**config.mk**
```make
export PLATFORM = sky130hd
export DESIGN_NAME = emergency_alarm_controller
export DESIGN_NICKNAME = d
export VERILOG_FILES = /design/src/eac_pkg.sv /design/src/eac_cfg.sv /design/src/eac_state.sv /design/src/emergency_alarm_controller.sv
export SDC_FILE = /design/constraint.sdc
export NUM_CORES = 1
export LEC_CHECK = 0
export ABC_AREA = 1
export BUFFER_PORTS_ARGS = -buffer_cell sky130_fd_sc_hd__buf_4
export CELL_PAD_IN_SITES_DETAIL_PLACEMENT = 1
export CELL_PAD_IN_SITES_GLOBAL_PLACEMENT = 1
export CORE_MARGIN = 5
export CORE_UTILIZATION = 50
export DETAILED_ROUTE_END_ITERATION = 10
export GPL_TIMING_DRIVEN = 0
export MAX_ROUTING_LAYER = met4
export PLACE_DENSITY_LB_ADDON = 0.05
export REMOVE_ABC_BUFFERS = 1
export SYNTH_ARGS = -nofsm -noshare
export SYNTH_HDL_FRONTEND = slang
export SYNTH_SLANG_ARGS = --single-unit
```
**constraint.sdc**
```tcl
create_clock -name clk -period 11.8 [get_ports clk]
set_clock_uncertainty 0.05 [all_clocks]
set_input_delay 2.36 -clock clk [delete_from_list [all_inputs] [get_ports clk]]
set_output_delay 2.36 -clock clk [all_outputs]
set_load 0.005 [all_outputs]
```
**src/eac_pkg.sv**
```systemverilog
// Shared types and constants for the emergency alarm controller.
// No dependencies; every other file in src imports this package.
package eac_pkg;

	localparam int unsigned TICKS_W    = 16;
	localparam int unsigned TIMEOUT_W  = 24;
	localparam int unsigned ELAPSED_W  = 24;
	localparam int unsigned PHASE_W    = TICKS_W + 1;
	localparam int unsigned SINCE_W    = 16;
	localparam int unsigned TYPE_W     = 2;
	localparam int unsigned CFG_IDX_W  = 2;
	localparam int unsigned CFG_DATA_W = 24;
	localparam int unsigned TDATA_W    = 8;

	localparam logic KIND_TICK  = 1'b0;
	localparam logic KIND_EVENT = 1'b1;

	typedef enum logic [CFG_IDX_W-1:0] {
		CFG_BUZZER_ON  = 2'd0,
		CFG_BUZZER_OFF = 2'd1,
		CFG_TIMEOUT    = 2'd2,
		CFG_COOLDOWN   = 2'd3
	} cfg_idx_t;

	localparam logic [TICKS_W-1:0]   RST_BUZZER_ON  = 16'd500;
	localparam logic [TICKS_W-1:0]   RST_BUZZER_OFF = 16'd300;
	localparam logic [TIMEOUT_W-1:0] RST_TIMEOUT    = 24'd60000;
	localparam logic [TICKS_W-1:0]   RST_COOLDOWN   = 16'd2000;

	localparam logic [SINCE_W-1:0]   SINCE_MAX   = '1;
	localparam logic [ELAPSED_W-1:0] ELAPSED_MAX = '1;

	typedef struct packed {
		logic [TICKS_W-1:0]   on_ticks;
		logic [TICKS_W-1:0]   off_ticks;
		logic [TIMEOUT_W-1:0] timeout_ticks;
		logic [TICKS_W-1:0]   cooldown_ticks;
	} cfg_t;

	typedef struct packed {
		logic [TYPE_W-1:0] alert_type;
		logic              alert_pulse;
		logic              alarm_active;
		logic              buzzer_level;
	} res_t;

endpackage

```
**src/eac_cfg.sv**
```systemverilog
// Configuration register file for the emergency alarm controller.
// Depends on eac_pkg for register indexes, reset values and cfg_t.
module eac_cfg
	import eac_pkg::*;
(
	input  logic                  clk,
	input  logic                  arst_n,
	input  logic                  cfg_we,
	input  logic [CFG_IDX_W-1:0]  cfg_addr,
	input  logic [CFG_DATA_W-1:0] cfg_wdata,
	output cfg_t                  cfg
);

	cfg_t cfg_q;

	always_ff @(posedge clk or negedge arst_n) begin
		if (!arst_n) begin
			cfg_q.on_ticks       <= RST_BUZZER_ON;
			cfg_q.off_ticks      <= RST_BUZZER_OFF;
			cfg_q.timeout_ticks  <= RST_TIMEOUT;
			cfg_q.cooldown_ticks <= RST_COOLDOWN;
		end else if (cfg_we) begin
			case (cfg_idx_t'(cfg_addr))
				CFG_BUZZER_ON:  cfg_q.on_ticks       <= cfg_wdata[TICKS_W-1:0];
				CFG_BUZZER_OFF: cfg_q.off_ticks      <= cfg_wdata[TICKS_W-1:0];
				CFG_TIMEOUT:    cfg_q.timeout_ticks  <= cfg_wdata[TIMEOUT_W-1:0];
				CFG_COOLDOWN:   cfg_q.cooldown_ticks <= cfg_wdata[TICKS_W-1:0];
				default: ;
			endcase
		end
	end

	assign cfg = cfg_q;

endmodule

```
**src/eac_state.sv**
```systemverilog
// Alarm state registers and the single-pass update for one tick or event.
// Depends on eac_pkg for widths, cfg_t and res_t.
module eac_state
	import eac_pkg::*;
(
	input  logic              clk,
	input  logic              arst_n,
	input  logic              step,
	input  logic              kind,
	input  logic [TYPE_W-1:0] event_type,
	input  cfg_t              cfg,
	output res_t              res
);

	logic                 active_q;
	logic [ELAPSED_W-1:0] elapsed_q;
	logic [PHASE_W-1:0]   phase_q;
	logic [SINCE_W-1:0]   since_q;
	logic                 buzzer_q;
	logic [TYPE_W-1:0]    type_q;

	logic                 active_d;
	logic [ELAPSED_W-1:0] elapsed_d;
	logic [PHASE_W-1:0]   phase_d;
	logic [SINCE_W-1:0]   since_d;
	logic                 buzzer_d;
	logic [TYPE_W-1:0]    type_d;
	logic                 pulse;

	logic [SINCE_W-1:0]   since_inc;
	logic [ELAPSED_W-1:0] elapsed_inc;
	logic [PHASE_W-1:0]   period;
	logic [PHASE_W-1:0]   phase_inc;
	logic [PHASE_W-1:0]   phase_wrap;
	logic                 timed_out;

	// Stored phase stays below the largest period (131070), so the increment cannot overflow.
	assign since_inc   = (since_q == SINCE_MAX) ? since_q : since_q + 1'b1;
	assign elapsed_inc = (elapsed_q == ELAPSED_MAX) ? elapsed_q : elapsed_q + 1'b1;
	assign period      = {1'b0, cfg.on_ticks} + {1'b0, cfg.off_ticks};
	assign phase_inc   = phase_q + 1'b1;
	assign phase_wrap  = (phase_inc >= period) ? '0 : phase_inc;
	assign timed_out   = elapsed_inc >= cfg.timeout_ticks;

	always_comb begin
		active_d  = active_q;
		elapsed_d = elapsed_q;
		phase_d   = phase_q;
		since_d   = since_q;
		buzzer_d  = buzzer_q;
		type_d    = type_q;
		pulse     = 1'b0;
		if (kind == KIND_TICK) begin
			since_d = since_inc;
			if (active_q) begin
				elapsed_d = elapsed_inc;
				phase_d   = phase_wrap;
				if (timed_out) begin
					active_d = 1'b0;
					buzzer_d = 1'b0;
				end else begin
					buzzer_d = {1'b0, phase_wrap} < {2'b0, cfg.on_ticks};
				end
			end
		end else begin
			type_d = event_type;
			if (!active_q) begin
				// Start of an emergency always alerts.
				active_d  = 1'b1;
				elapsed_d = '0;
				phase_d   = '0;
				pulse     = 1'b1;
			end else begin
				pulse = since_q >= cfg.cooldown_ticks;
			end
			if (pulse) begin
				since_d = '0;
			end
		end
	end

	always_ff @(posedge clk or negedge arst_n) begin
		if (!arst_n) begin
			active_q  <= 1'b0;
			elapsed_q <= '0;
			phase_q   <= '0;
			since_q   <= SINCE_MAX;
			buzzer_q  <= 1'b0;
			type_q    <= '0;
		end else if (step) begin
			active_q  <= active_d;
			elapsed_q <= elapsed_d;
			phase_q   <= phase_d;
			since_q   <= since_d;
			buzzer_q  <= buzzer_d;
			type_q    <= type_d;
		end
	end

	assign res.buzzer_level = buzzer_d;
	assign res.alarm_active = active_d;
	assign res.alert_pulse  = pulse;
	assign res.alert_type   = type_d;

	a_buzzer_needs_active: assert property (@(posedge clk) disable iff (!arst_n)
		buzzer_q |-> active_q)
		else $error("buzzer sounding while no emergency is active");

	a_start_clears_counters: assert property (@(posedge clk) disable iff (!arst_n)
		$rose(active_q) |-> (elapsed_q == '0) && (phase_q == '0))
		else $error("emergency started without clearing its counters");

	a_pulse_restarts_cooldown: assert property (@(posedge clk) disable iff (!arst_n)
		(step && pulse) |=> (since_q == '0))
		else $error("alert did not restart the cooldown counter");

	a_tick_never_pulses: assert property (@(posedge clk) disable iff (!arst_n)
		(kind == KIND_TICK) |-> !pulse)
		else $error("alert raised on a tick");

endmodule

```
**src/emergency_alarm_controller.sv**
```systemverilog
// Emergency alarm controller top level: input stage, output register, handshakes.
// Depends on eac_pkg, eac_cfg and eac_state.
//
// Usage:
//   Slave channel s_*: one beat per item. s_tuser is the kind (0 = 1 ms tick,
//   1 = emergency event); s_tdata[1:0] is the event type, used by events only.
//   Master channel m_*: exactly one result beat per input beat, in order.
//   Configuration: write cfg_wdata to register cfg_addr (0 buzzer on ticks,
//   1 buzzer off ticks, 2 emergency timeout ticks, 3 alert cooldown ticks)
//   at any edge with cfg_we high; write only while no beats are in flight.
// Timing:
//   A beat accepted on s_* lands in the input stage; when the stage advances, the state
//   update runs in one combinational pass into the output register, which drives
//   m_tvalid. One beat per cycle is sustained as long as m_tready stays high: the
//   input stage advances whenever the output register is empty or drains in the
//   same cycle.
// Stall: with m_tready low, the result holds in the output register and one
//   more beat waits in the input stage; s_tready then drops.
// Reset: arst_n clears both stages, the alarm state (idle, buzzer off, cooldown
//   saturated) and restores the default configuration.
module emergency_alarm_controller
	import eac_pkg::*;
(
	input  logic                  clk,
	input  logic                  arst_n,
	input  logic                  s_tvalid,
	output logic                  s_tready,
	input  logic [TDATA_W-1:0]    s_tdata,   // [1:0] event_type, rest zero
	input  logic                  s_tuser,   // [0] kind
	output logic                  m_tvalid,
	input  logic                  m_tready,
	output logic [TDATA_W-1:0]    m_tdata,   // [0] buzzer_level, [1] alarm_active,
	                                         // [2] alert_pulse, [4:3] alert_type
	input  logic                  cfg_we,
	input  logic [CFG_IDX_W-1:0]  cfg_addr,
	input  logic [CFG_DATA_W-1:0] cfg_wdata
);

	cfg_t              cfg;
	res_t              res;
	logic              valid_s1;
	logic              kind_s1;
	logic [TYPE_W-1:0] type_s1;
	logic              out_valid_q;
	res_t              res_q;
	logic              advance;
	logic              in_take;

	assign advance  = valid_s1 && (!out_valid_q || m_tready);
	assign s_tready = !valid_s1 || advance;
	assign in_take  = s_tvalid && s_tready;

	eac_cfg u_cfg (
		.clk       (clk),
		.arst_n    (arst_n),
		.cfg_we    (cfg_we),
		.cfg_addr  (cfg_addr),
		.cfg_wdata (cfg_wdata),
		.cfg       (cfg)
	);

	eac_state u_state (
		.clk        (clk),
		.arst_n     (arst_n),
		.step       (advance),
		.kind       (kind_s1),
		.event_type (type_s1),
		.cfg        (cfg),
		.res        (res)
	);

	always_ff @(posedge clk or negedge arst_n) begin
		if (!arst_n) begin
			valid_s1    <= 1'b0;
			out_valid_q <= 1'b0;
		end else begin
			if (in_take) begin
				valid_s1 <= 1'b1;
			end else if (advance) begin
				valid_s1 <= 1'b0;
			end
			if (advance) begin
				out_valid_q <= 1'b1;
			end else if (m_tready) begin
				out_valid_q <= 1'b0;
			end
		end
	end

	// Payload registers: no reset, qualified by the valid flags.
	always_ff @(posedge clk) begin
		if (in_take) begin
			kind_s1 <= s_tuser;
			type_s1 <= s_tdata[TYPE_W-1:0];
		end
		if (advance) begin
			res_q <= res;
		end
	end

	assign m_tvalid = out_valid_q;
	assign m_tdata  = {{(TDATA_W - TYPE_W - 3){1'b0}}, res_q.alert_type,
		res_q.alert_pulse, res_q.alarm_active, res_q.buzzer_level};

endmodule
```
==> results.cfg <==
[power]
power_density_nw_per_um2 = 207.5
internal_power_uw = 1303
p_seq_frac = 0.346
switchingPower_uw = 846.1
p_leak_uw = 0.005273
pwr-share-comb = 0.386
pwr-share-clk = 0.268
netSwitchingFraction = 0.3937
ir_worst_vdd_mv = 0.1099

[global_routing]
overflow = 0
grt_max_degree = 91
grt_use_total = 0.2412
grt_pass1_vias = 8085
antenna_found_initial = 0
grt_pass1_wl_um = 40760

[final_layout]
layout-drive-gt1-share = 0.1288
final_util = 0.5746
synthToLayoutAreaGrowth_pct = 12.64
nNetsFinal = 1330

[synth]
synth-edff-count = 8
ys.flop_type = dfrtp_1
synth_top_area_share = 0.2613
synthMostInstantiatedCell = nand2_1
synth_top_area_cell = dfrtp_1
synth_area_um2 = 9194
syn_inst = 1162
synth_top_cells_by_area = dfrtp_1, ha_1, dfstp_2, nand2_1, inv_1
yosysWarnings = 0
synthDistinctLibCells = 54
synth.ff_latch_count = 143
avgSynthCellArea_um2 = 7.912
yosys-top-cells-count = nand2_1, inv_1, o21ai_0
synthArstFlopShare = 0.9441
yosysSeqAreaShare = 0.3989

[critical_path]
worstPathArrival_ns = 5.87
crit_fanout = 11
max_stage_delay_ns = 0.45
startpoint_type = flip-flop
cpMostUsedCell = nand2_1
critPathKind = flip-flop to flip-flop
rr_worst_depth = 31
cp-end-kind = flip-flop
slowest_stage = clkinv_1
cp.required_ns = 11.93

[cts]
cts.path.max_buffers = 2
cts_htree_levels = 4
clk_pin_slew_ns = 0.06
numCtsBuffers = 17
post_cts_resized = 0
cts_setup_buffers = 0
ctsHoldBuffers = 0
cts_root_buffer = clkbuf_16
cts_tree = built
clock-sinks = 143
clk-insertion-delay-late_ns = 0.43

[drt]
drt_iter0_markers = 310
dr_total_vias = 7734
first_pass_iters = 5
wirelength_um = 24500
drc = 0
antenna_left = 0
wl_per_cell_um = 17.00
via_per_inst = 5.367

[floorplanning]
die_y_um = 145.6
io_pins = 50
die_area_um2 = 21200
rows = 49
start_util = 0.5101
coreArea_um2 = 18020
die_width_um = 145.6

[place]
place_hpwl_um = 18370
port_buffers = 40
place_congestion = 0.8121

[sta]
tightest_slew_ns = 1.181
final.setup.tns_ns = 0
fin_crit_ns = 5.739
fmax_mhz = 174.2
setup_violations = 0
rsz0062_at_grt = false
holdWs_ns = 0.4357
timing.final.crit_share = 0.4864
slew_headroom = 0.2117
slew_violations = 0
hold_viol_final = 0

[outcome]
status = finished clean

[flow_run]
drv_cap = 0

[hold_path]
holdPathStages = 2
hold_path.class = flip-flop to flip-flop
-- worst max-delay path: cells and delay by family (launching register included) --
kind | cells | cell delay, ns
AO/OA/AOI/OAI | 7 | 1.38
adder cells (fa/ha/maj) | 4 | 1.09
buffers and inverters | 1 | 0.45
flip-flops | 1 | 0.40
AND/OR/NAND/NOR | 19 | 2.11
-- logic make-up after synthesis --
logic type	after synthesis	synth area share
flip-flops	143	0.3989
AO/OA/AOI/OAI	211	0.1228
adder cells (fa/ha/maj)	92	0.1260
XOR/XNOR	46	0.04546
other	1	0.0004079
buffers and inverters	228	0.09486
AND/OR/NAND/NOR	441	0.2116
-- power groups by stage --
| stage | combinational [uW] | sequential [uW] | clock [uW] |
|---|---|---|---|
| after floorplan | 598 | 715 | 0 |
| after global placement | 771 | 742 | 0 |
| after detailed placement | 817 | 747 | 0 |
| after CTS | 838 | 742 | 584 |
| after global routing | 962 | 760 | 610 |
| final | 830 | 743 | 576 |
-- flip-flops by register name, indices dropped and copies added (netlist names), 2 cells and up --
register           cells
u_state.since_q       16
u_state.type_q         2
u_state.phase_q       17
m_tdata                5
u_state.elapsed_q     24
u_cfg.cfg             72
type_s1                2
-- per-stage QoR --
stage	setup WS, ns	total power, uW	instance area [um^2]	instances
4_1_cts	6.035	2165	10350	1440
3_5_place_dp	6.119	1564	9724	1408
2_1_floorplan	6.881	1313	9086	1137
6_report	6.061	2149	10360	1441
3_3_place_gp	5.847	1513	9673	1406
5_1_grt	5.527	2332	10350	1440
-- final timing paths --
path | slack, ns | from | end
max | 6.06 | u_cfg.cfg[56] | m_tdata[0]
min | 0.44 | u_cfg.cfg[26] | u_cfg.cfg[26]
max reg2reg | 6.06 | u_cfg.cfg[56] | m_tdata[0]
min reg2reg | 0.44 | u_cfg.cfg[26] | u_cfg.cfg[26]
max in group asynchronous | 9.05 | arst_n | u_cfg.cfg[31]
min in group asynchronous | 1.81 | arst_n | u_state.phase_q[0]
-- routing by layer --
layer | global-route usage | wire length, um
met5 | - | 0
met4 | 0.05131 | 283
met3 | 0.03831 | 571
met2 | 0.3881 | 11770
met1 | 0.3250 | 11880
-- cell usage in the layout (no fill, tap or decap), types with 15 or more instances in the layout --
cell type	instances
nor3_1	22
nor2_1	65
o21ai_0	119
nand2_1	262
nand4_1	15
nand3_1	33
dfrtp_1	96
buf_4	39
ha_1	91
xor2_1	35
dfstp_2	39
a21oi_1	55
inv_1	194
clkbuf_16	18
-- cell type report --
class,count,area (um^2)
antenna,1,2.502
clock buffer,23,499.2
clock inverter,9,130.1
fill,2249,7669
inverter,201,757.0
multi-input combinational,793,4667
sequential,143,3667
tap,229,286.5
timing repair buffer,42,346.6
(Power assumes the default switching activity.)
